==> src/hdl/dssm_pkg.sv <==
// Shared types and constants of the drive safety supervisor.
// State codes, event codes, fault bit masks and the register layout.
// Depends on nothing; every other file refers to it by scoped names.
package dssm_pkg;

  localparam int ST_W   = 3;
  localparam int CMD_W  = 3;
  localparam int MODE_W = 2;
  localparam int VEL_W  = 16;
  localparam int LIM_W  = 15;
  localparam int FLT_W  = 16;
  localparam int SEQ_W  = 8;
  localparam int TIME_W = 32;
  localparam int ADDR_W = 3;
  localparam int DATA_W = 32;
  localparam int NWHEEL = 4;

  // run states
  localparam logic [ST_W-1:0] ST_SELF_TEST = 3'd0;
  localparam logic [ST_W-1:0] ST_SAFE_IDLE = 3'd1;
  localparam logic [ST_W-1:0] ST_ARMED     = 3'd2;
  localparam logic [ST_W-1:0] ST_ACTIVE    = 3'd3;
  localparam logic [ST_W-1:0] ST_FAULT     = 3'd4;

  // event codes
  localparam logic [CMD_W-1:0] CMD_SELF_TEST = 3'd0;
  localparam logic [CMD_W-1:0] CMD_MODE      = 3'd1;
  localparam logic [CMD_W-1:0] CMD_VELOCITY  = 3'd2;
  localparam logic [CMD_W-1:0] CMD_ESTOP     = 3'd3;
  localparam logic [CMD_W-1:0] CMD_FAULT     = 3'd4;
  localparam logic [CMD_W-1:0] CMD_TICK      = 3'd5;

  // mode requests
  localparam logic [MODE_W-1:0] MODE_ARM       = 2'd0;
  localparam logic [MODE_W-1:0] MODE_SAFE_IDLE = 2'd1;
  localparam logic [MODE_W-1:0] MODE_CLEAR     = 2'd2;

  // fault word bits
  localparam logic [FLT_W-1:0] FB_INTERNAL = 16'h0001;
  localparam logic [FLT_W-1:0] FB_ESTOP    = 16'h0002;
  localparam logic [FLT_W-1:0] FB_TIMEOUT  = 16'h0004;

  // register indexes (word address = paddr[2])
  localparam logic REG_VEL_LIMIT = 1'b0;
  localparam logic REG_WDOG      = 1'b1;

  typedef struct packed {
    logic [LIM_W-1:0]  vel_limit;
    logic [TIME_W-1:0] wdog_period;
  } cfg_t;

endpackage

==> src/hdl/dssm_if.sv <==
// Valid/ready channel interfaces of the drive safety supervisor.
// dssm_in_if carries one event item, dssm_out_if one result item.
// Widths come from dssm_pkg.
interface dssm_in_if;
  logic                              valid;
  logic                              ready;
  logic [dssm_pkg::CMD_W-1:0]        cmd;
  logic                              flag;
  logic [dssm_pkg::MODE_W-1:0]       mode;
  logic signed [dssm_pkg::VEL_W-1:0] vel_0;
  logic signed [dssm_pkg::VEL_W-1:0] vel_1;
  logic signed [dssm_pkg::VEL_W-1:0] vel_2;
  logic signed [dssm_pkg::VEL_W-1:0] vel_3;
  logic [dssm_pkg::SEQ_W-1:0]        seq;
  logic [dssm_pkg::FLT_W-1:0]        fault_in;
  logic [dssm_pkg::TIME_W-1:0]       now_ms;

  modport source (output valid, cmd, flag, mode, vel_0, vel_1, vel_2, vel_3,
                  seq, fault_in, now_ms, input ready);
  modport sink   (input valid, cmd, flag, mode, vel_0, vel_1, vel_2, vel_3,
                  seq, fault_in, now_ms, output ready);
endinterface

interface dssm_out_if;
  logic                              valid;
  logic                              ready;
  logic [dssm_pkg::ST_W-1:0]         cur_state;
  logic [dssm_pkg::FLT_W-1:0]        fault_bits_out;
  logic                              estop_out;
  logic                              accepted;
  logic                              motion_allowed;
  logic signed [dssm_pkg::VEL_W-1:0] target_0;
  logic signed [dssm_pkg::VEL_W-1:0] target_1;
  logic signed [dssm_pkg::VEL_W-1:0] target_2;
  logic signed [dssm_pkg::VEL_W-1:0] target_3;
  logic [dssm_pkg::SEQ_W-1:0]        seq_echo;

  modport source (output valid, cur_state, fault_bits_out, estop_out, accepted,
                  motion_allowed, target_0, target_1, target_2, target_3,
                  seq_echo, input ready);
  modport sink   (input valid, cur_state, fault_bits_out, estop_out, accepted,
                  motion_allowed, target_0, target_1, target_2, target_3,
                  seq_echo, output ready);
endinterface

==> src/hdl/drive_safety_state_machine_core.sv <==
// Top level of the drive safety supervisor for a four-wheel drive.
// Uses dssm_pkg, dssm_if (channels), dssm_cfg_regs and dssm_clamp.
//
// Usage:
//  - in_ch carries one event item (self test, mode, velocity, e-stop,
//    raise fault, tick); out_ch returns exactly one result item per event.
//  - An item is taken when valid and ready are both high at a clock edge.
//  - The result is registered: it is valid the cycle after the event is taken.
//  - Throughput: one item per cycle while out_ch.ready keeps up. The state update is one shallow pass
//    (clamps, a 32-bit elapsed-time subtract and compare) from the event
//    port straight into the state and result registers.
//  - The result register parts the two sides: in_ch.ready stays high while
//    the result register is empty or is being drained in the same cycle.
//    A stalled receiver holds the result and blocks only the next event.
//  - Registers via psel/penable/pwrite/paddr/pwdata: velocity_limit at 0x0,
//    watchdog_period at 0x4. pready is tied high. Write only while idle.
//  - Reset (rst_n low, synchronous): state self test, fault word, e-stop
//    latch, sequence echo, last command time, targets and registers zero;
//    no result pending.
module drive_safety_state_machine_core (
  input  logic                        clk,
  input  logic                        rst_n,
  dssm_in_if.sink                     in_ch,
  dssm_out_if.source                  out_ch,
  input  logic                        psel,
  input  logic                        penable,
  input  logic                        pwrite,
  input  logic [dssm_pkg::ADDR_W-1:0] paddr,
  input  logic [dssm_pkg::DATA_W-1:0] pwdata,
  output logic [dssm_pkg::DATA_W-1:0] prdata,
  output logic                        pready
);

  dssm_pkg::cfg_t cfg;

  // supervisor state
  logic [dssm_pkg::ST_W-1:0]         state_r, state_nxt;
  logic [dssm_pkg::FLT_W-1:0]        fault_r, fault_nxt;
  logic                              estop_r, estop_nxt;
  logic [dssm_pkg::SEQ_W-1:0]        seq_r, seq_nxt;
  logic [dssm_pkg::TIME_W-1:0]       last_r, last_nxt;
  logic signed [dssm_pkg::VEL_W-1:0] tgt_r   [dssm_pkg::NWHEEL];
  logic signed [dssm_pkg::VEL_W-1:0] tgt_nxt [dssm_pkg::NWHEEL];

  logic signed [dssm_pkg::VEL_W-1:0] vel_in  [dssm_pkg::NWHEEL];
  logic signed [dssm_pkg::VEL_W-1:0] clamped [dssm_pkg::NWHEEL];
  logic [dssm_pkg::TIME_W-1:0]       elapsed;
  logic                              acc_nxt;
  logic                              zero_tgt;
  logic                              in_fire;

  // result register
  logic                              out_valid_r;
  logic [dssm_pkg::ST_W-1:0]         res_state_r;
  logic [dssm_pkg::FLT_W-1:0]        res_fault_r;
  logic                              res_estop_r;
  logic                              res_acc_r;
  logic                              res_motion_r;
  logic signed [dssm_pkg::VEL_W-1:0] res_tgt_r [dssm_pkg::NWHEEL];
  logic [dssm_pkg::SEQ_W-1:0]        res_seq_r;

  dssm_cfg_regs u_cfg (
    .clk     (clk),
    .rst_n   (rst_n),
    .psel    (psel),
    .penable (penable),
    .pwrite  (pwrite),
    .paddr   (paddr),
    .pwdata  (pwdata),
    .prdata  (prdata),
    .pready  (pready),
    .cfg     (cfg)
  );

  assign vel_in[0] = in_ch.vel_0;
  assign vel_in[1] = in_ch.vel_1;
  assign vel_in[2] = in_ch.vel_2;
  assign vel_in[3] = in_ch.vel_3;

  for (genvar w = 0; w < dssm_pkg::NWHEEL; w++) begin : g_clamp
    dssm_clamp u_clamp (
      .vel         (vel_in[w]),
      .lim         (cfg.vel_limit),
      .vel_clamped (clamped[w])
    );
  end

  // skid-free: take an event whenever the result slot is free or draining
  assign in_ch.ready = !out_valid_r || out_ch.ready;
  assign in_fire     = in_ch.valid && in_ch.ready;

  // wrapping elapsed time since the last applied velocity command
  assign elapsed = in_ch.now_ms - last_r;

  always_comb begin
    state_nxt = state_r;
    fault_nxt = fault_r;
    estop_nxt = estop_r;
    seq_nxt   = seq_r;
    last_nxt  = last_r;
    tgt_nxt   = tgt_r;
    acc_nxt   = 1'b0;
    zero_tgt  = 1'b0;
    unique case (in_ch.cmd)
      dssm_pkg::CMD_SELF_TEST: begin
        // only meaningful while still in self test
        if (state_r == dssm_pkg::ST_SELF_TEST) begin
          if (in_ch.flag) begin
            state_nxt = dssm_pkg::ST_SAFE_IDLE;
          end else begin
            fault_nxt = fault_r | dssm_pkg::FB_INTERNAL;
            state_nxt = dssm_pkg::ST_FAULT;
          end
        end
      end
      dssm_pkg::CMD_MODE: begin
        // mode requests are locked out under e-stop
        if (!estop_r) begin
          unique case (in_ch.mode)
            dssm_pkg::MODE_ARM: begin
              if (state_r == dssm_pkg::ST_SAFE_IDLE) begin
                state_nxt = dssm_pkg::ST_ARMED;
              end
            end
            dssm_pkg::MODE_SAFE_IDLE: begin
              if (state_r == dssm_pkg::ST_ARMED || state_r == dssm_pkg::ST_ACTIVE) begin
                zero_tgt  = 1'b1;
                state_nxt = dssm_pkg::ST_SAFE_IDLE;
              end
            end
            dssm_pkg::MODE_CLEAR: begin
              if (state_r == dssm_pkg::ST_FAULT) begin
                fault_nxt = '0;
                zero_tgt  = 1'b1;
                state_nxt = dssm_pkg::ST_SAFE_IDLE;
              end
            end
            default: begin
            end
          endcase
        end
      end
      dssm_pkg::CMD_VELOCITY: begin
        // armed goes active on the first command, then the command applies
        if (!estop_r &&
            (state_r == dssm_pkg::ST_ARMED || state_r == dssm_pkg::ST_ACTIVE)) begin
          state_nxt = dssm_pkg::ST_ACTIVE;
          tgt_nxt   = clamped;
          seq_nxt   = in_ch.seq;
          last_nxt  = in_ch.now_ms;
          acc_nxt   = 1'b1;
        end
      end
      dssm_pkg::CMD_ESTOP: begin
        estop_nxt = in_ch.flag;
        if (in_ch.flag) begin
          fault_nxt = fault_r | dssm_pkg::FB_ESTOP;
          zero_tgt  = 1'b1;
          state_nxt = dssm_pkg::ST_FAULT;
        end else begin
          // release leaves the state alone
          fault_nxt = fault_r & ~dssm_pkg::FB_ESTOP;
        end
      end
      dssm_pkg::CMD_FAULT: begin
        // enters fault even with an empty mask
        fault_nxt = fault_r | in_ch.fault_in;
        zero_tgt  = 1'b1;
        state_nxt = dssm_pkg::ST_FAULT;
      end
      dssm_pkg::CMD_TICK: begin
        // watchdog: strictly greater than the period
        if (state_r == dssm_pkg::ST_ACTIVE && elapsed > cfg.wdog_period) begin
          fault_nxt = fault_r | dssm_pkg::FB_TIMEOUT;
          zero_tgt  = 1'b1;
          state_nxt = dssm_pkg::ST_SAFE_IDLE;
        end
      end
      default: begin
        // unused codes only report
      end
    endcase
    if (zero_tgt) begin
      for (int i = 0; i < dssm_pkg::NWHEEL; i++) begin
        tgt_nxt[i] = '0;
      end
    end
  end

  always_ff @(posedge clk) begin
    if (!rst_n) begin
      state_r <= dssm_pkg::ST_SELF_TEST;
      fault_r <= '0;
      estop_r <= 1'b0;
      seq_r   <= '0;
      last_r  <= '0;
      for (int i = 0; i < dssm_pkg::NWHEEL; i++) begin
        tgt_r[i] <= '0;
      end
    end else if (in_fire) begin
      state_r <= state_nxt;
      fault_r <= fault_nxt;
      estop_r <= estop_nxt;
      seq_r   <= seq_nxt;
      last_r  <= last_nxt;
      tgt_r   <= tgt_nxt;
    end
  end

  always_ff @(posedge clk) begin
    if (!rst_n) begin
      out_valid_r <= 1'b0;
    end else if (in_fire) begin
      out_valid_r <= 1'b1;
    end else if (out_ch.ready) begin
      out_valid_r <= 1'b0;
    end
  end

  // result payload, loaded with the post-event state
  always_ff @(posedge clk) begin
    if (in_fire) begin
      res_state_r  <= state_nxt;
      res_fault_r  <= fault_nxt;
      res_estop_r  <= estop_nxt;
      res_acc_r    <= acc_nxt;
      res_motion_r <= (state_nxt == dssm_pkg::ST_ACTIVE) && !estop_nxt;
      res_tgt_r    <= tgt_nxt;
      res_seq_r    <= seq_nxt;
    end
  end

  assign out_ch.valid          = out_valid_r;
  assign out_ch.cur_state      = res_state_r;
  assign out_ch.fault_bits_out = res_fault_r;
  assign out_ch.estop_out      = res_estop_r;
  assign out_ch.accepted       = res_acc_r;
  assign out_ch.motion_allowed = res_motion_r;
  assign out_ch.target_0       = res_tgt_r[0];
  assign out_ch.target_1       = res_tgt_r[1];
  assign out_ch.target_2       = res_tgt_r[2];
  assign out_ch.target_3       = res_tgt_r[3];
  assign out_ch.seq_echo       = res_seq_r;

`ifndef NO_ASSERTIONS
  // a latched e-stop pins the block in fault with the e-stop bit set
  a_estop_fault: assert property (@(posedge clk) disable iff (!rst_n)
    estop_r |-> (state_r == dssm_pkg::ST_FAULT && (fault_r & dssm_pkg::FB_ESTOP) != '0))
    else $error("e-stop latched outside fault or without its fault bit");

  // targets can be nonzero only while active
  a_tgt_idle: assert property (@(posedge clk) disable iff (!rst_n)
    (state_r != dssm_pkg::ST_ACTIVE) |->
      (tgt_r[0] == '0 && tgt_r[1] == '0 && tgt_r[2] == '0 && tgt_r[3] == '0))
    else $error("wheel targets nonzero outside active");

  // an applied velocity command always reports motion allowed
  a_acc_motion: assert property (@(posedge clk) disable iff (!rst_n)
    (out_valid_r && res_acc_r) |-> res_motion_r)
    else $error("accepted command without motion allowed");
`endif

endmodule

==> src/hdl/dssm_cfg_regs.sv <==
// APB-style register file of the drive safety supervisor.
// Holds velocity_limit and watchdog_period; uses dssm_pkg.
module dssm_cfg_regs (
  input  logic                          clk,
  input  logic                          rst_n,
  input  logic                          psel,
  input  logic                          penable,
  input  logic                          pwrite,
  input  logic [dssm_pkg::ADDR_W-1:0]   paddr,
  input  logic [dssm_pkg::DATA_W-1:0]   pwdata,
  output logic [dssm_pkg::DATA_W-1:0]   prdata,
  output logic                          pready,
  output dssm_pkg::cfg_t                cfg
);

  dssm_pkg::cfg_t cfg_r;
  logic           wr_en;

  assign pready = 1'b1;
  assign wr_en  = psel && penable && pwrite;

  always_ff @(posedge clk) begin
    if (!rst_n) begin
      cfg_r <= '0;
    end else if (wr_en) begin
      if (paddr[2] == dssm_pkg::REG_VEL_LIMIT) begin
        cfg_r.vel_limit <= pwdata[dssm_pkg::LIM_W-1:0];
      end else begin
        cfg_r.wdog_period <= pwdata;
      end
    end
  end

  always_comb begin
    if (paddr[2] == dssm_pkg::REG_WDOG) begin
      prdata = cfg_r.wdog_period;
    end else begin
      prdata = {{(dssm_pkg::DATA_W-dssm_pkg::LIM_W){1'b0}}, cfg_r.vel_limit};
    end
  end

  assign cfg = cfg_r;

endmodule

==> src/hdl/dssm_clamp.sv <==
// Symmetric velocity clamp to +/- limit for one wheel.
// Uses widths from dssm_pkg.
module dssm_clamp (
  input  logic signed [dssm_pkg::VEL_W-1:0] vel,
  input  logic        [dssm_pkg::LIM_W-1:0] lim,
  output logic signed [dssm_pkg::VEL_W-1:0] vel_clamped
);

  logic signed [dssm_pkg::VEL_W:0] vel_x;
  logic signed [dssm_pkg::VEL_W:0] lim_x;

  assign vel_x = {vel[dssm_pkg::VEL_W-1], vel};
  assign lim_x = $signed({2'b00, lim});

  always_comb begin
    if (vel_x > lim_x) begin
      vel_clamped = $signed({1'b0, lim});
    end else if (vel_x < -lim_x) begin
      vel_clamped = -$signed({1'b0, lim});
    end else begin
      vel_clamped = vel;
    end
  end

endmodule

==> src/flat_wrapper.sv <==
// flat-port wrapper written by rule: the top's interface ports become plain ports
module drive_safety_state_machine_core_flat 
  (clk, rst_n, psel, penable, pwrite, paddr, pwdata, prdata, pready, in_ch_valid, in_ch_cmd, in_ch_flag, in_ch_mode, in_ch_vel_0, in_ch_vel_1, in_ch_vel_2, in_ch_vel_3, in_ch_seq, in_ch_fault_in, in_ch_now_ms, in_ch_ready, out_ch_valid, out_ch_cur_state, out_ch_fault_bits_out, out_ch_estop_out, out_ch_accepted, out_ch_motion_allowed, out_ch_target_0, out_ch_target_1, out_ch_target_2, out_ch_target_3, out_ch_seq_echo, out_ch_ready);
  dssm_in_if in_ch_i ();
  dssm_out_if out_ch_i ();
  input  logic clk;
  input  logic rst_n;
  input  logic psel;
  input  logic penable;
  input  logic pwrite;
  input  logic [dssm_pkg::ADDR_W-1:0] paddr;
  input  logic [dssm_pkg::DATA_W-1:0] pwdata;
  output logic [dssm_pkg::DATA_W-1:0] prdata;
  output logic pready;
  input wire logic [$bits(in_ch_i.valid)-1:0] in_ch_valid;
  input wire logic [$bits(in_ch_i.cmd)-1:0] in_ch_cmd;
  input wire logic [$bits(in_ch_i.flag)-1:0] in_ch_flag;
  input wire logic [$bits(in_ch_i.mode)-1:0] in_ch_mode;
  input wire logic [$bits(in_ch_i.vel_0)-1:0] in_ch_vel_0;
  input wire logic [$bits(in_ch_i.vel_1)-1:0] in_ch_vel_1;
  input wire logic [$bits(in_ch_i.vel_2)-1:0] in_ch_vel_2;
  input wire logic [$bits(in_ch_i.vel_3)-1:0] in_ch_vel_3;
  input wire logic [$bits(in_ch_i.seq)-1:0] in_ch_seq;
  input wire logic [$bits(in_ch_i.fault_in)-1:0] in_ch_fault_in;
  input wire logic [$bits(in_ch_i.now_ms)-1:0] in_ch_now_ms;
  output wire logic [$bits(in_ch_i.ready)-1:0] in_ch_ready;
  output wire logic [$bits(out_ch_i.valid)-1:0] out_ch_valid;
  output wire logic [$bits(out_ch_i.cur_state)-1:0] out_ch_cur_state;
  output wire logic [$bits(out_ch_i.fault_bits_out)-1:0] out_ch_fault_bits_out;
  output wire logic [$bits(out_ch_i.estop_out)-1:0] out_ch_estop_out;
  output wire logic [$bits(out_ch_i.accepted)-1:0] out_ch_accepted;
  output wire logic [$bits(out_ch_i.motion_allowed)-1:0] out_ch_motion_allowed;
  output wire logic [$bits(out_ch_i.target_0)-1:0] out_ch_target_0;
  output wire logic [$bits(out_ch_i.target_1)-1:0] out_ch_target_1;
  output wire logic [$bits(out_ch_i.target_2)-1:0] out_ch_target_2;
  output wire logic [$bits(out_ch_i.target_3)-1:0] out_ch_target_3;
  output wire logic [$bits(out_ch_i.seq_echo)-1:0] out_ch_seq_echo;
  input wire logic [$bits(out_ch_i.ready)-1:0] out_ch_ready;
  assign in_ch_i.valid = in_ch_valid;
  assign in_ch_i.cmd = in_ch_cmd;
  assign in_ch_i.flag = in_ch_flag;
  assign in_ch_i.mode = in_ch_mode;
  assign in_ch_i.vel_0 = in_ch_vel_0;
  assign in_ch_i.vel_1 = in_ch_vel_1;
  assign in_ch_i.vel_2 = in_ch_vel_2;
  assign in_ch_i.vel_3 = in_ch_vel_3;
  assign in_ch_i.seq = in_ch_seq;
  assign in_ch_i.fault_in = in_ch_fault_in;
  assign in_ch_i.now_ms = in_ch_now_ms;
  assign in_ch_ready = in_ch_i.ready;
  assign out_ch_valid = out_ch_i.valid;
  assign out_ch_cur_state = out_ch_i.cur_state;
  assign out_ch_fault_bits_out = out_ch_i.fault_bits_out;
  assign out_ch_estop_out = out_ch_i.estop_out;
  assign out_ch_accepted = out_ch_i.accepted;
  assign out_ch_motion_allowed = out_ch_i.motion_allowed;
  assign out_ch_target_0 = out_ch_i.target_0;
  assign out_ch_target_1 = out_ch_i.target_1;
  assign out_ch_target_2 = out_ch_i.target_2;
  assign out_ch_target_3 = out_ch_i.target_3;
  assign out_ch_seq_echo = out_ch_i.seq_echo;
  assign out_ch_i.ready = out_ch_ready;
  drive_safety_state_machine_core u_core (.clk(clk), .rst_n(rst_n), .in_ch(in_ch_i), .out_ch(out_ch_i), .psel(psel), .penable(penable), .pwrite(pwrite), .paddr(paddr), .pwdata(pwdata), .prdata(prdata), .pready(pready));
endmodule
==> config.mk <==
export PLATFORM = sky130hd
export DESIGN_NAME = drive_safety_state_machine_core_flat
export DESIGN_NICKNAME = d
export VERILOG_FILES = /design/src/hdl/dssm_pkg.sv /design/src/hdl/dssm_if.sv /design/src/hdl/drive_safety_state_machine_core.sv /design/src/hdl/dssm_cfg_regs.sv /design/src/hdl/dssm_clamp.sv /design/src/flat_wrapper.sv
export SDC_FILE = /design/constraint.sdc
export NUM_CORES = 1
export LEC_CHECK = 0
export BUFFER_PORTS_ARGS = -buffer_cell sky130_fd_sc_hd__buf_2
export CAP_MARGIN = 20
export CORE_MARGIN = 1
export CORE_UTILIZATION = 40
export DETAILED_ROUTE_END_ITERATION = 8
export HOLD_SLACK_MARGIN = 0.08
export SLEW_MARGIN = 20
export SYNTH_ARGS = -nofsm -noshare
export SYNTH_HDL_FRONTEND = slang
export SYNTH_SLANG_ARGS = --single-unit
==> constraint.sdc <==
create_clock -name clk -period 9.1 [get_ports clk]
set_clock_uncertainty 0.2 [all_clocks]
set_input_delay 1.82 -clock clk [delete_from_list [all_inputs] [get_ports clk]]
set_output_delay 1.82 -clock clk [all_outputs]
set_load 0.05 [all_outputs]
==> results.md <==
- Power per cell area: 165 mW/mm^2
- Area of the die: 0.0449 sq mm
- Placer Congestion: approximately 0.94
- Critical path data required time: between 9 and 10 ns
- Net Sw Power: between 1 and 1.5 mW
- Antenna violations before repair: 1
- Synthesis-to-layout area growth: 16.5%
- Predominant post-synthesis flop cell: dfxtp_1
- Run status: completed
- Clock buffer depth: 3
- Share of final-layout standard cells stronger than drive strength 1: 17.6%
- Clock sink count: 266
- Global Route Usage Sum: 26.0%
- Number of levels in the clock H-tree: 1
- Number of enable flip-flop cells after synthesis: 94
- M1 GR Usage: 35.6%
- Final number of hold-violating endpoints: 0
- Starting density of the core: around two fifths
- CTS tree: yes
- Clock power share: a little over a third
- Flops & latches, synth: around 270
- Met2 capacity usage during global routing: 41.7%
- Cell count of the worst hold path: 1
- Part of the power in registers: 37.7%
- Final ANT Viol Nets: 0
- Synthesis Warnings: 0
- Synth Instances: 2062
- Startpoint type of the worst setup path: input pin
- Multi-input gate area in the final layout: 0.0105 sq mm
- Upper clock frequency limit: about 0.14 GHz
- Unrepaired setup endpoints after global routing: no
- Number of vias in the routed layout: 16268
- Inserted Diodes: 0
- Area occupied by registers: 0.00627 sq mm
- Number of setup violations in the final report: 0
- Count of final max-slew check failures: 0
- Wire length of the first global-routing pass: around 89000 um
- Crit Path Category: input pin to flop
- Post-Synthesis Mean Instance Area: 8.55 sq um
- Die W: 212 um
- Area of placed instances: around 0.02 sq mm
- Worst reg-to-reg setup slack: 1.90 ns
- Proportion of power drawn by combinational gates: between 20 and 30%
- Number of nets in the synthesized netlist: 2423
- Sort of element at the end of the critical path: flop
- GR met3 Demand/Resource: 3.77%
- Worst r2r dst: u_core.out_ch.target_0[3]
- Proportion of register bits with asynchronous set or reset after synthesis: 0%
- Io pins: 297
- Drt first pass iters: 5
- Insertion delay of the later-clocked pin in the worst-skew pair: between 0.5 and 0.6 ns
- Count of standard-cell rows: between 70 and 80
- Clock-pin slew reported for the worst setup and hold paths after clock tree synthesis: approximately 0.060 ns
- Wire length after detailed routing: 59400 um
- Minimum clock period after layout: slightly above 7 ns
- Vias per inst: approximately 5.6
- Via count of the first global-routing pass: roughly 15000
- Maximum capacitance violations: 0
- Number of hold-repair buffers added at the cts stage: 0
- Hold path start: u_core.tgt_r[47]
- Final net count: 2646
- Crit Reg-Reg Startpoint: u_core.u_cfg.cfg[33]
- Largest net degree at the start of global routing: 108
- Design Power: 3.39 mW
- Detailed Route Iter0 Violations: 1203
- Most Crowded Layer GR: met2
- P_int: 2.26 mW
- Layout Cell Area excl Fill: roughly 0.021 sq mm
- Arrival time of data at the critical path endpoint: 7.58 ns
- Yosys cell types: 78
- Vertical die dimension: 212 um
- Average routed wire per standard cell: 20.5 um
- IO Port Bufs: 293
- Clk root buf: clkbuf_16
- Worst supply voltage drop on vdd: 0.136 mV
- Total global routing overflow: 0
- Max-slew headroom: 21.6%
- CTS resizes: 0
- DP HPWL: roughly 46000 um
- Largest fanout on the critical path: 49
- Fillcell total: 4283
- Period utilisation layout: 79.8%
- Leakage Power: 8.22 nW
- Share of the yosys chip area belonging to registers: between 30% and 40%
- Type of the worst min-delay path: flop to flop
- Area of the core: 0.0433 sq mm
- Syn Std Cell Area: 0.0176 sq mm
- Fin Setup TNS: 0 ns
- DRC violations left: 0
- Switching power as a share of total power: between 30 and 40%
- Slew at the pin closest to its max-slew limit: 1.17 ns
- Reg2Reg Depth: 18
- Post-CTS repair timing setup buffer count: 0
- Clock buffers created by TritonCTS: 30
- Worst Hold Path EP: u_core.tgt_r[47]
## power groups by stage
stage | sequential (mW) | combinational (mW) | clock, mW
after floorplan | 1.37 | 0.544 | 0
after global placement | 1.30 | 0.879 | 0
after detailed placement | 1.30 | 0.899 | 0
after CTS | 1.28 | 0.903 | 1.23
after global routing | 1.28 | 0.992 | 1.27
final | 1.28 | 0.911 | 1.20
## cell families (layout without fill, tap and decap cells)
kind of cell / after synthesis / count (layout) / synth area share [%]
and+or+nand+nor: 683 / 683 / 17.4
AOI/OAI and AO/OA: 598 / 598 / 23.4
DFF: 266 / 266 / 35.6
buffers and inverters: 236 / 483 / 5.20
adders and majority gates: 193 / 193 / 13.7
muxes: 44 / 44 / 2.61
xor gates and xnor gates: 41 / 41 / 2.08
other: 1 / 1 / 0.0213
## how the worst max path moves through the flow
stage / start / end / slack (ns) / cells after the start
global placement: in_ch_now_ms[2] / u_core.tgt_r[4] / 1.29 / 20
detailed placement: in_ch_now_ms[2] / u_core.tgt_r[8] / 1.24 / 20
global route: in_ch_now_ms[2] / u_core.tgt_r[11] / 1.50 / 20
floorplan: out_ch_ready / u_core.tgt_r[21] / 2.57 / 7
CTS: in_ch_now_ms[2] / u_core.tgt_r[8] / 1.83 / 20
finish: in_ch_now_ms[2] / u_core.tgt_r[8] / 1.84 / 20
## cell type report
| class | instances | area share [%] |
|---|---|---|
| Clock buffer | 39 | 4.02 |
| Clock inverter | 17 | 0.688 |
| Inverter | 114 | 2.10 |
| Multi-Input combinational cell | 1560 | 51.2 |
| Sequential cell | 266 | 30.5 |
| Tap cell | 585 | 3.56 |
| Timing Repair Buffer | 313 | 7.87 |
## synth_stat cells (7+ instances only)
cell / n / share of area [%]
buf_1: 10 / 0.21
nor2b_1: 35 / 1.2
o22ai_1: 13 / 0.46
ha_1: 192 / 14
o2bb2ai_1: 41 / 2.0
mux2_2: 15 / 0.96
a21boi_0: 93 / 4.0
o211ai_1: 9 / 0.38
a2111oi_0: 9 / 0.45
a22o_1: 36 / 1.8
a211oi_1: 25 / 1.1
dfxtp_1: 172 / 20
nand2_1: 311 / 6.6
a31oi_1: 15 / 0.53
edfxtp_1: 94 / 16
o31ai_1: 7 / 0.30
nand4_1: 21 / 0.75
nand2b_1: 10 / 0.36
clkbuf_1: 95 / 2.0
nor3b_1: 10 / 0.43
a211o_1: 10 / 0.50
nor3_1: 40 / 1.1
buf_2: 15 / 0.43
xnor2_1: 35 / 1.7
o21ai_0: 77 / 2.2
nor2_1: 158 / 3.4
nand3_1: 49 / 1.4
o21a_1: 12 / 0.51
a21o_1: 29 / 1.2
a221oi_1: 8 / 0.40
mux2i_1: 29 / 1.6
and3_1: 10 / 0.36
a22oi_1: 12 / 0.51
inv_1: 108 / 2.3
a21oi_1: 148 / 4.2
## worst max-delay path, stage by stage
cell,delay (ns)
buf_2,0.11
ha_1,0.36
o21a_1,0.14
o31a_1,0.20
o21ai_0,0.14
buf_4,0.17
a311oi_1,0.48
a211oi_1,0.24
o31ai_1,0.37
a21oi_1,0.14
xnor2_1,0.15
ha_1,0.32
nand4_1,0.17
or4_1,0.60
o311ai_0,0.34
a21oi_1,0.23
o21ai_0,0.22
and2_2,0.87
buf_4,0.33
a22o_1,0.16
## registers in the layout, summed over array words and instances, names as in the netlist, 8 cells and up
signal / flops
u_core.out_ch.target_3: 16
u_core.fault_r: 16
u_core.last_r: 32
u_core.out_ch.target_1: 16
u_core.out_ch.target_2: 16
u_core.out_ch.seq_echo: 8
u_core.out_ch.fault_bits_out: 16
u_core.tgt_r: 64
u_core.out_ch.target_0: 16
u_core.seq_r: 8
u_core.u_cfg.cfg: 47
## layout by cell type (no fill, tap or decap), drive strengths merged, types with 22 or more instances in the layout
master     n
buf      313
nand2    311
ha       192
dfxtp    172
nor2     158
a21oi    148
inv      112
edfxtp    94
a21boi    93
o21ai     78
nand3     49
nor3      42
o2bb2ai   41
clkbuf    39
a22o      36
xnor2     36
nor2b     35
a21o      29
mux2i     29
a211oi    25
nand4     22
## through the flow
| step | hold WS (ns) | utilization (%) | std cells | setup WS, ns |
|---|---|---|---|---|
| 4_1_cts | 0.262 | 47.4 | 2893 | 1.83 |
| 3_5_place_dp | 0.246 | 45.2 | 2837 | 1.24 |
| 5_1_grt | 0.275 | 47.5 | 2894 | 1.50 |
| 3_3_place_gp | 0.234 | 45.2 | 2837 | 1.29 |
| 6_report | 0.257 | 47.5 | 2894 | 1.84 |
| 2_1_floorplan | 0.226 | - | 2062 | 2.57 |
## routing by layer
layer	part of all wire (%)	vias to the layer above	routed length, um
li1	-	7915	-
met1	45	7746	26600
met2	45	515	26800
met3	6.6	90	3890
met4	3.3	2	1990
met5	0.022	-	13
Power figures use the tool's default switching activity.
